==> src/hw/rtl/per_destination_packet_buffer_macros.svh <==
// ---------------------------------------------------------------------------
// Assertion macros for the per-destination packet buffer.
// ---------------------------------------------------------------------------
`ifndef PER_DESTINATION_PACKET_BUFFER_MACROS_SVH
`define PER_DESTINATION_PACKET_BUFFER_MACROS_SVH

// Clocked assertion with synchronous active-low reset as the disable term.
`define PDB_ASSERT(label, clk, rst_n, prop, msg) \
    label: assert property (@(posedge clk) disable iff (!rst_n) prop) else $error(msg);

// Clocked assertion that is also checked during reset.
`define PDB_ASSERT_ALWAYS(label, clk, prop, msg) \
    label: assert property (@(posedge clk) prop) else $error(msg);

`endif

==> src/hw/rtl/pdb_pkg.sv <==
// ---------------------------------------------------------------------------
// pdb_pkg
// Shared types and constants of the per-destination packet buffer.
// ---------------------------------------------------------------------------
package pdb_pkg;

    localparam int unsigned NumDestDefault   = 16;
    localparam int unsigned QueueDepthDefault = 8;
    localparam int unsigned CapWidth          = 20;
    localparam int unsigned AddrWidth         = 32;
    localparam int unsigned LenWidth          = 16;
    localparam int unsigned HandleWidth       = 16;
    localparam logic [CapWidth-1:0] CapReset  = 20'd65536;

    // Operation codes of an input transaction.
    typedef enum logic [1:0] {
        OP_STORE = 2'd0,
        OP_TAKE  = 2'd1,
        OP_QUERY = 2'd2,
        OP_NONE  = 2'd3
    } t_op;

    // Result kinds.
    typedef enum logic [2:0] {
        K_STORED    = 3'd0,
        K_EVICTED   = 3'd1,
        K_DROPPED   = 3'd2,
        K_DELIVERED = 3'd3,
        K_NOTHING   = 3'd4,
        K_ANSWER    = 3'd5
    } t_kind;

    // Result of the slot search handed from the lookup unit to the sequencer.
    typedef struct packed {
        logic hit;
        logic free_found;
    } t_search;

endpackage

==> src/hw/rtl/pdb_search.sv <==
// ---------------------------------------------------------------------------
// pdb_search
// Slot search: walks the destination table one slot per cycle with a single
// shared comparator, finding the lowest matching slot and the lowest free one.
// ---------------------------------------------------------------------------
module pdb_search
    import pdb_pkg::*;
#(
    parameter int unsigned NUM_DEST = NumDestDefault
) (
    input  logic                        i_clk,
    input  logic                        i_rst_n,
    input  logic                        i_go,
    input  logic [AddrWidth-1:0]        i_addr,
    input  logic [NUM_DEST-1:0]         i_valid,
    input  logic [AddrWidth-1:0]        i_slot_addr,
    output logic [$clog2(NUM_DEST+1)-1:0] o_idx,
    output logic                        o_done,
    output t_search                     o_res,
    output logic [$clog2(NUM_DEST+1)-1:0] o_hit_slot,
    output logic [$clog2(NUM_DEST+1)-1:0] o_free_slot
);
    localparam int unsigned CW = $clog2(NUM_DEST + 1);
    localparam int unsigned IW = (NUM_DEST > 1) ? $clog2(NUM_DEST) : 1;

    logic          r_run, n_run;
    logic [CW-1:0] r_idx, n_idx;
    logic          r_hit, n_hit, r_free, n_free, r_done, n_done;
    logic [CW-1:0] r_hs, n_hs, r_fs, n_fs;
    logic [IW-1:0] w_i;
    logic          w_v;

    assign w_i = r_idx[IW-1:0];
    assign w_v = i_valid[w_i];

    // One slot compared per cycle; i_slot_addr is the addressed entry.
    always_comb begin
        n_run  = r_run;
        n_idx  = r_idx;
        n_hit  = r_hit;
        n_free = r_free;
        n_hs   = r_hs;
        n_fs   = r_fs;
        n_done = 1'b0;
        if (i_go) begin
            n_run  = 1'b1;
            n_idx  = '0;
            n_hit  = 1'b0;
            n_free = 1'b0;
        end else if (r_run) begin
            if (w_v && (i_slot_addr == i_addr) && !r_hit) begin
                n_hit = 1'b1;
                n_hs  = r_idx;
            end
            if (!w_v && !r_free) begin
                n_free = 1'b1;
                n_fs   = r_idx;
            end
            if (r_idx == CW'(NUM_DEST - 1)) begin
                n_run  = 1'b0;
                n_done = 1'b1;
            end
            n_idx = r_idx + 1'b1;
        end
    end

    always_ff @(posedge i_clk) begin
        if (!i_rst_n) begin
            r_run  <= 1'b0;
            r_done <= 1'b0;
            r_idx  <= '0;
            r_hit  <= 1'b0;
            r_free <= 1'b0;
        end else begin
            r_run  <= n_run;
            r_done <= n_done;
            r_idx  <= n_idx;
            r_hit  <= n_hit;
            r_free <= n_free;
        end
        r_hs <= n_hs;
        r_fs <= n_fs;
    end

    assign o_idx            = r_idx;
    assign o_done           = r_done;
    assign o_res.hit        = r_hit;
    assign o_res.free_found = r_free;
    assign o_hit_slot       = r_hs;
    assign o_free_slot      = r_fs;
endmodule

==> config.mk <==
export PLATFORM = sky130hd
export DESIGN_NAME = pdb_search
export DESIGN_NICKNAME = d
export VERILOG_FILES = /design/src/hw/rtl/per_destination_packet_buffer_macros.svh /design/src/hw/rtl/pdb_pkg.sv /design/src/hw/rtl/pdb_search.sv
export SDC_FILE = /design/constraint.sdc
export NUM_CORES = 1
export LEC_CHECK = 0
export BUFFER_PORTS_ARGS = -buffer_cell sky130_fd_sc_hd__buf_2
export CORE_UTILIZATION = 41
export DETAILED_ROUTE_END_ITERATION = 8
export HOLD_SLACK_MARGIN = 0.12
export PLACE_DENSITY_LB_ADDON = 0.3
export SLEW_MARGIN = 20
export SYNTH_ARGS = -nofsm -noshare
export SYNTH_HDL_FRONTEND = slang
export SYNTH_SLANG_ARGS = --single-unit
==> constraint.sdc <==
create_clock -name i_clk -period 4.3 [get_ports i_clk]
set_input_delay 0.86 -clock i_clk [delete_from_list [all_inputs] [get_ports i_clk]]
set_output_delay 0.86 -clock i_clk [all_outputs]
set_load 0.02 [all_outputs]
* Word-level counts from Yosys, hierarchy flattened
Cells that the tools add are included.
** Storage, ports and cells
- Register bits after elaboration :: 19
- Latch bits :: 0
- RAM bits :: 0
- Memory bits (read-only) :: 0
- Word-level logic and storage cells :: 32
- Memories :: 0
** Operators by class
- Add/subtract/negate cells :: 1
- Multipliers :: 0
- Divide/modulo/power cells :: 0
- Magnitude comparators :: 1
- Equal/unequal tests :: 2
- Shift-type cells :: 0
- Multiplexer cells :: 6
- Bitwise operators :: 3
- Reduce and logical (&&, ||, !) cells :: 12
** Operator list (count)
- equality test 32 bit :: 1
- AND reduction 3 bit :: 2
- adder 5 x 1 -> 5 bit, second input constant :: 1
- equality test 5 x 4 -> 1 bit, second input constant :: 1
- < comparator 4 x 5 -> 1 bit, second input constant :: 1
- 2-to-1 mux 1 bit :: 5
- binary-select mux 1 bit (select 4 bit) :: 1
- AND reduction 2 bit :: 2
- logical AND 1 bit :: 3
- logical NOT 1 bit :: 3
- inverter 1 bit :: 3
- OR reduction 3 bit :: 1
- OR reduction 2 bit :: 1

* Depth between registers and ports, before layout
Gate-level depths: netlist of the first run.
- Depth in word-level cells :: 5
- Mapped depth :: 6
- Gate-level depth less buffers :: 5

* Worst setup path before layout of the first run
Ideal clock, no wire load.
- Path type :: input to register
- Start :: input port i_valid[3]
- End :: register r_hs[0], in the netlist o_hit_slot[0], enable pin
- Data arrival time :: 2.214 ns
- Setup slack :: 1.746 ns
- Stages on the path :: 5
- Buffers on the path :: 0
- Path through :: mux4_1 mux2i_1 mux2_4 or4_4 nor2_1
** On the way
- Cells in the longest elaborated chain, start to end :: 5
** RTL lines
- from (decl) :: RTL line pdb_search.sv:15 : input logic [NUM_DEST-1:0] i_valid,
- binary-select mux 1 bit (select 4 bit) :: RTL line pdb_search.sv:34 : assign w_v = i_valid[w_i];
- 2-to-1 mux 1 bit (not written as such) :: RTL line pdb_search.sv:34
- logical AND 1 bit (2 in series) :: RTL line pdb_search.sv:51 : if (w_v && (i_slot_addr == i_addr) && !r_hit) begin
- AND reduction 3 bit (no source line)
- to (signal assigned) :: RTL line pdb_search.sv:81 : r_hs <= n_hs;
- to (decl) :: RTL line pdb_search.sv:29 : logic [CW-1:0] r_hs, n_hs, r_fs, n_fs;
No other way between the ends. The select of a mux whose other input is x is not followed.
A chain may end at the register's enable or synchronous reset.

* Worst setup path after layout of the first run
- Start :: input port i_addr[30]
- End :: register r_hs[2], in the netlist o_hit_slot[2], enable pin
** On the way
- Cells in the longest elaborated chain, start to end :: 4
** RTL lines
- from (decl) :: RTL line pdb_search.sv:14 : input logic [AddrWidth-1:0] i_addr,
- equality test 32 bit :: RTL line pdb_search.sv:51
- logical AND 1 bit (2 in series) :: RTL line pdb_search.sv:51
- AND reduction 3 bit (no source line)
No other way between the ends.

==> impl_metrics.ini, run 1 <==
[die]
initial_core_util_pct = 43.1
core_area_mm2 = 0.00276
die_h_um = 55.8
die_area_mm2 = 0.00312
die_w_um = 55.8
rows = 19
io_pins = 101

[layout]
antenna-diode-count = 0
drive_above_1_share_pct = 53.0
area_growth_pct = 44.5
nNetsFinal = 288

[global_route]
grt_max_degree = 12
grt_usage_pct = 18.0
antenna_found_initial = 0
grt_pass1_wl_mm = 4.43
grt_pass1_vias = 1132
grt_overflow_total = 0

[route]
drt_iter0_drc = 10
drc = 0
wl_per_cell_um = 11.5
wirelength_mm = 2.67
vias_per_cell = 4.87
ant_nets = 0
vias = 1134
first_pass_iters = 4

[timing]
worst_slew_pin_slew_ns = 0.682
skew_ns = 0.00984
relSlewSlack_pct = 54.2
slew_violations = 0
period_needed_ns = 2.50
finalSetupTns_ns = 0
final.period_utilization_pct = 58.0
final_hold_viol_count = 0
holdWs_ns = 0.496
max_freq_ghz = 0.401
grt_setup_unrepaired = no
finalSetupViolations = 0

[outcome]
outcome = completed

[pwr]
swShare_pct = 24.5
p_leak_nw = 0.840
p_switching_uw = 89.8
seqPwrFrac_pct = 53.7
ir_worst_vdd_mv = 0.201
internal_power_uw = 277
p_clk_share_pct = 23.4
power_frac_comb_pct = 22.9
powerDensity_mw_per_mm2 = 214

[worst_setup_path]
cp.required_ns = 4.24
crit_fanout = 5
cp-end-kind = register
crit_type = in2reg
critPathLaunchType = input pin
worstPathArrival_ns = 2.44

[logic_synthesis]
synth_top_cell_area_share_pct = 25.3
synth_edf_count = 10
seq_area_frac_synth_pct = 40.5
synthDistinctLibCells = 27
syn_nets = 189
synth_area_leader_cell = edfxtp_1
async_flop_share_pct = 0
syn_area_mm2 = 0.00119
synth.most_common_cell = xor2_1
syn_area_per_cell_um2 = 11.4
yosys-top-cells-count = xor2_1, edfxtp_1, dfxtp_1
ys_top_cells_by_area = edfxtp_1, xor2_1, dfxtp_1
ys_ff_latch = 19
netlist_instances = 104
yosys_warnings = 0
synth_flop_cell = edfxtp_1

[cts]
postCtsResizedCells = 0
clock_sinks = 19
holdBufCountCts = 0
clk_latency_ns = 0.29
cts_buffers = 3
cts_max_level = 1
cts_setup_buffers = 0
cts_root_buffer = clkbuf_4
clock_path_buffers = 2
cts_tree = yes
path_clk_slew_ns = 0.10

[hold_path]
hp-class = reg2reg

[placement]
numPortBuffers = 100
hpwlAfterDp_mm = 2.35
place.gp.congestion = 0.774

[flow_run]
cap_violations = 0
## layout make-up
cell class                      instances  area (um^2)
Clock buffer                            3         22.5
Timing Repair Buffer                  100          500
Tap cell                               31         38.8
Sequential cell                        19          480
Clock inverter                          1         5.00
Fill cell                             240         1040
Inverter                                2         7.51
Multi-Input combinational cell         77          661
## critical path: stages
cell	delay (ns)
buf_2	0.10
xor2_1	0.15
nor4_1	0.32
nand4_1	0.14
or4_4	0.51
nor2_1	0.36
## worst paths after layout
path | startpoint | to | slack (ns) | cells past startpoint
worst min register to register | r_hit | r_hit | 0.50 | 2
worst max register to register | o_idx[1] | o_hit_slot[2] | 1.82 | 5
worst max-delay path | i_addr[30] | o_hit_slot[2] | 1.80 | 6
worst min-delay path | r_hit | r_hit | 0.50 | 2
## through the flow
step / utilization, % / power (mW) / instance area, um^2 / std cells / setup slack [ns]
4_1_cts: 62.2 / 0.371 / 1720 / 233 / 1.75
2_1_floorplan: - / 0.238 / 1190 / 104 / 1.75
6_report: 62.2 / 0.367 / 1720 / 233 / 1.80
5_1_grt: 62.2 / 0.389 / 1720 / 233 / 1.68
3_3_place_gp: 61.2 / 0.283 / 1690 / 229 / 1.51
3_5_place_dp: 61.2 / 0.286 / 1690 / 229 / 1.45
## logic make-up (layout without fill, tap and decap cells)
kind of cell / after synthesis / after routing / share of synthesized area, %
XOR/XNOR: 35 / 35 / 25.8
multiplexers: 8 / 8 / 12.6
adder cells (fa/ha/maj): 2 / 2 / 2.11
AND/OR/NAND/NOR: 28 / 28 / 12.6
buffers and inverters: 8 / 106 / 3.90
flip-flops: 19 / 19 / 40.5
AO/OA/AOI/OAI: 4 / 4 / 2.42
## registers in the layout, summed over array words and instances, names as in the netlist
signal,cells
o_free_slot,5
o_hit_slot,5
o_idx,5
o_done,1
r_free,1
r_hit,1
r_run,1
## per-layer routing
metal  track usage, %  part of all wire (%)  vias up
met5                0                     0        -
met4             6.62                   1.3        0
met3             2.33                   6.3        4
met2             38.2                    59       57
met1             17.0                    33      504
li1                 -                     -      569
## placed cells by master (no fill, tap or decap), drive strengths merged
master	instances
nand2b	1
xnor2	5
nor2	8
nor2b	1
nand2	3
nand3	1
a211oi	1
and3	2
inv	2
a21oi	2
mux2	1
nand4	3
xor2	30
ha	2
or4	1
buf	100
mux4	4
nor3	1
clkinv	1
clkbuf	3
o21a	1
dfxtp	9
edfxtp	10
nor4	7
mux2i	3
## power by group through the flow
| stage | sequential (mW) | clock, mW | combinational, mW |
|---|---|---|---|
| floorplan | 0.201 | 0 | 0.0370 |
| global placement | 0.201 | 0 | 0.0818 |
| detailed placement | 0.201 | 0 | 0.0851 |
| CTS | 0.197 | 0.0886 | 0.0853 |
| global route | 0.198 | 0.0982 | 0.0927 |
| finish | 0.197 | 0.0859 | 0.0840 |
Power figures use the tool's default switching activity.
==> run 2: changes to the inputs <==
Settings changed: ABC_AREA from default to 1, CORE_UTILIZATION 41 to 45.
Clock period 4.3 ns to 2.5 ns, I/O delays scaled along.
==> run 2 against run 1 <==
- synthesized cell count grew to 3.0 times the previous value
- final cell count increased by 98%
- critical endpoint is now o_free_slot[4]
- critical path type is now reg2reg
- core utilization increased by 0.93 points
- sequential share of layout area fell by 7.5 points
- sequential power up 73%
- global-route usage up 3.2 points
- critical path depth up 2
- wire length is 65% higher
- clock skew decreased by 0.0061 ns
- worst hold slack worse by 0.0082 ns
- register-to-register slack lost 1.3 ns
- sequential cell count did not move
==> impl_metrics.ini, run 2 <==
[logic_synthesis]
syn_nets = 398
seq_area_frac_synth_pct = 27.3
ys_top_cells_by_area = nand2_1, edfxtp_1, inv_1
synth_flop_cell = edfxtp_1
async_flop_share_pct = 0
synth_area_leader_cell = nand2_1
synth_top_cell_area_share_pct = 24.7
syn_area_per_cell_um2 = 5.63
synth.most_common_cell = nand2_1
synthDistinctLibCells = 28
synth_edf_count = 10
yosys-top-cells-count = nand2_1, inv_1, nor2_1
yosys_warnings = 0
netlist_instances = 313
ys_ff_latch = 19
syn_area_mm2 = 0.00176

[worst_setup_path]
cp.required_ns = 2.40
r2r_start = o_idx[0]
crit_type = reg2reg
ff2ff_path_depth = 8
cp-end-kind = register
critPathLaunchType = register
crit_fanout = 12
r2r-end = o_free_slot[4]
worstPathArrival_ns = 1.89
regToRegSetupSlack_ns = 0.51

[die]
rows = 22
core_area_mm2 = 0.00372
io_pins = 101
die_area_mm2 = 0.00417
initial_core_util_pct = 47.4
die_w_um = 64.6
die_h_um = 64.6

[layout]
nFillCells = 402
finalInstanceArea_mm2 = 0.00235
nNetsFinal = 500
area_growth_pct = 33.1
multiInputGateArea_um2 = 985
final_common_cell = nand2_1
finalNonFillerCells = 462
final_cell_mix = nand2_1, buf_2, inv_1
antenna-diode-count = 0
seq_area_um2 = 480
drive_above_1_share_pct = 28.7

[flow_run]
cap_violations = 0

[cts]
cts_setup_buffers = 0
clock_sinks = 19
cts_root_buffer = clkbuf_8
cts_max_level = 1
holdBufCountCts = 0
cts_tree = yes
cts_buffers = 3
path_clk_slew_ns = 0.07
postCtsResizedCells = 0
clk_latency_ns = 0.25
clock_path_buffers = 2

[timing]
period_needed_ns = 1.99
finalSetupViolations = 0
worst_slew_pin_slew_ns = 0.562
final_hold_viol_count = 0
max_freq_ghz = 0.503
final.period_utilization_pct = 79.6
skew_ns = 0.00379
holdWs_ns = 0.488
slew_violations = 0
finalSetupTns_ns = 0
relSlewSlack_pct = 62.5
grt_setup_unrepaired = no

[global_route]
grt_usage_pct = 21.2
grt_pass1_vias = 1726
grt_overflow_total = 0
antenna_found_initial = 0
grt_pass1_wl_mm = 7.02
grt_max_degree = 13

[route]
wirelength_mm = 4.40
ant_nets = 0
vias_per_cell = 4.61
first_pass_iters = 4
drt_iter0_drc = 88
wl_per_cell_um = 9.52
drc = 0
vias = 2130

[outcome]
outcome = completed

[pwr]
powerDensity_mw_per_mm2 = 334
p_leak_nw = 1.43
ir_worst_vdd_mv = 0.178

[placement]
dpl.cell_count = 458
hpwlAfterDp_mm = 3.78
numPortBuffers = 100
place.gp.congestion = 0.910
place_area_mm2 = 0.00230

[hold_path]
whs_endpoint = r_free
worstHoldPathCells = 2
hp-class = reg2reg
min_from = r_free
-- run 2: power by group --
group	internal, mW	switching (mW)	total, mW
clock	0.110	0.0953	0.206
sequential	0.333	0.00852	0.341
combinational	0.107	0.130	0.237
total	0.550	0.234	0.784
-- run 2: per-stage QoR --
step	power (mW)	setup slack [ns]	util, %
floorplan	0.481	0.749	-
global placement	0.579	0.379	61.9
detailed placement	0.584	0.335	61.9
CTS	0.789	0.506	63.1
global route	0.836	0.341	63.1
finish	0.784	0.510	63.1
-- run 2: logic make-up (layout without fill, tap and decap cells) --
logic type / count (synthesis) / count (layout) / share of synthesized area (%)
flops: 19 / 19 / 27.3
xor+xnor: 4 / 4 / 1.99
simple gates: 196 / 196 / 46.4
compound gates: 19 / 19 / 6.03
fa+ha+maj: 2 / 2 / 1.42
buf+inv: 73 / 174 / 16.9
-- run 2: cell type report --
type / count / area share, %
clock inverters: 1 / 0.213
clock buffers: 3 / 1.76
multi-input cells: 221 / 42.0
well taps: 48 / 2.56
repair buffers: 101 / 21.7
inverters: 69 / 11.4
flip-flops and latches: 19 / 20.5
-- run 2: worst max-delay path, stage by stage, from the launching register on --
cell and delay [ns]:
dfxtp_1 0.68, inv_8 0.08, nand2_1 0.08, nand2_1 0.06, nand2_1 0.06, nand3_1 0.09, nand3_2 0.09, nand4_1 0.11
nor2_1 0.39
-- run 2: worst max-delay path by stage --
stage                           to  cells after the start        from  slack [ns]
CTS                 o_free_slot[4]                      8    o_idx[0]        0.51
global placement     o_hit_slot[2]                      8  i_addr[16]        0.38
global route         o_hit_slot[4]                      8    o_idx[0]        0.34
floorplan            o_hit_slot[0]                      9    o_idx[0]        0.75
finish              o_free_slot[4]                      8    o_idx[0]        0.51
detailed placement   o_hit_slot[1]                      8  i_addr[16]        0.34
-- run 2: routing by layer --
metal,part of all wire [%],global-route usage [%],up-vias
li1,-,-,1148
met1,47,28.9,909
met2,46,35.8,71
met3,6.2,1.23,2
met4,0.50,6.39,0
met5,0,0,-
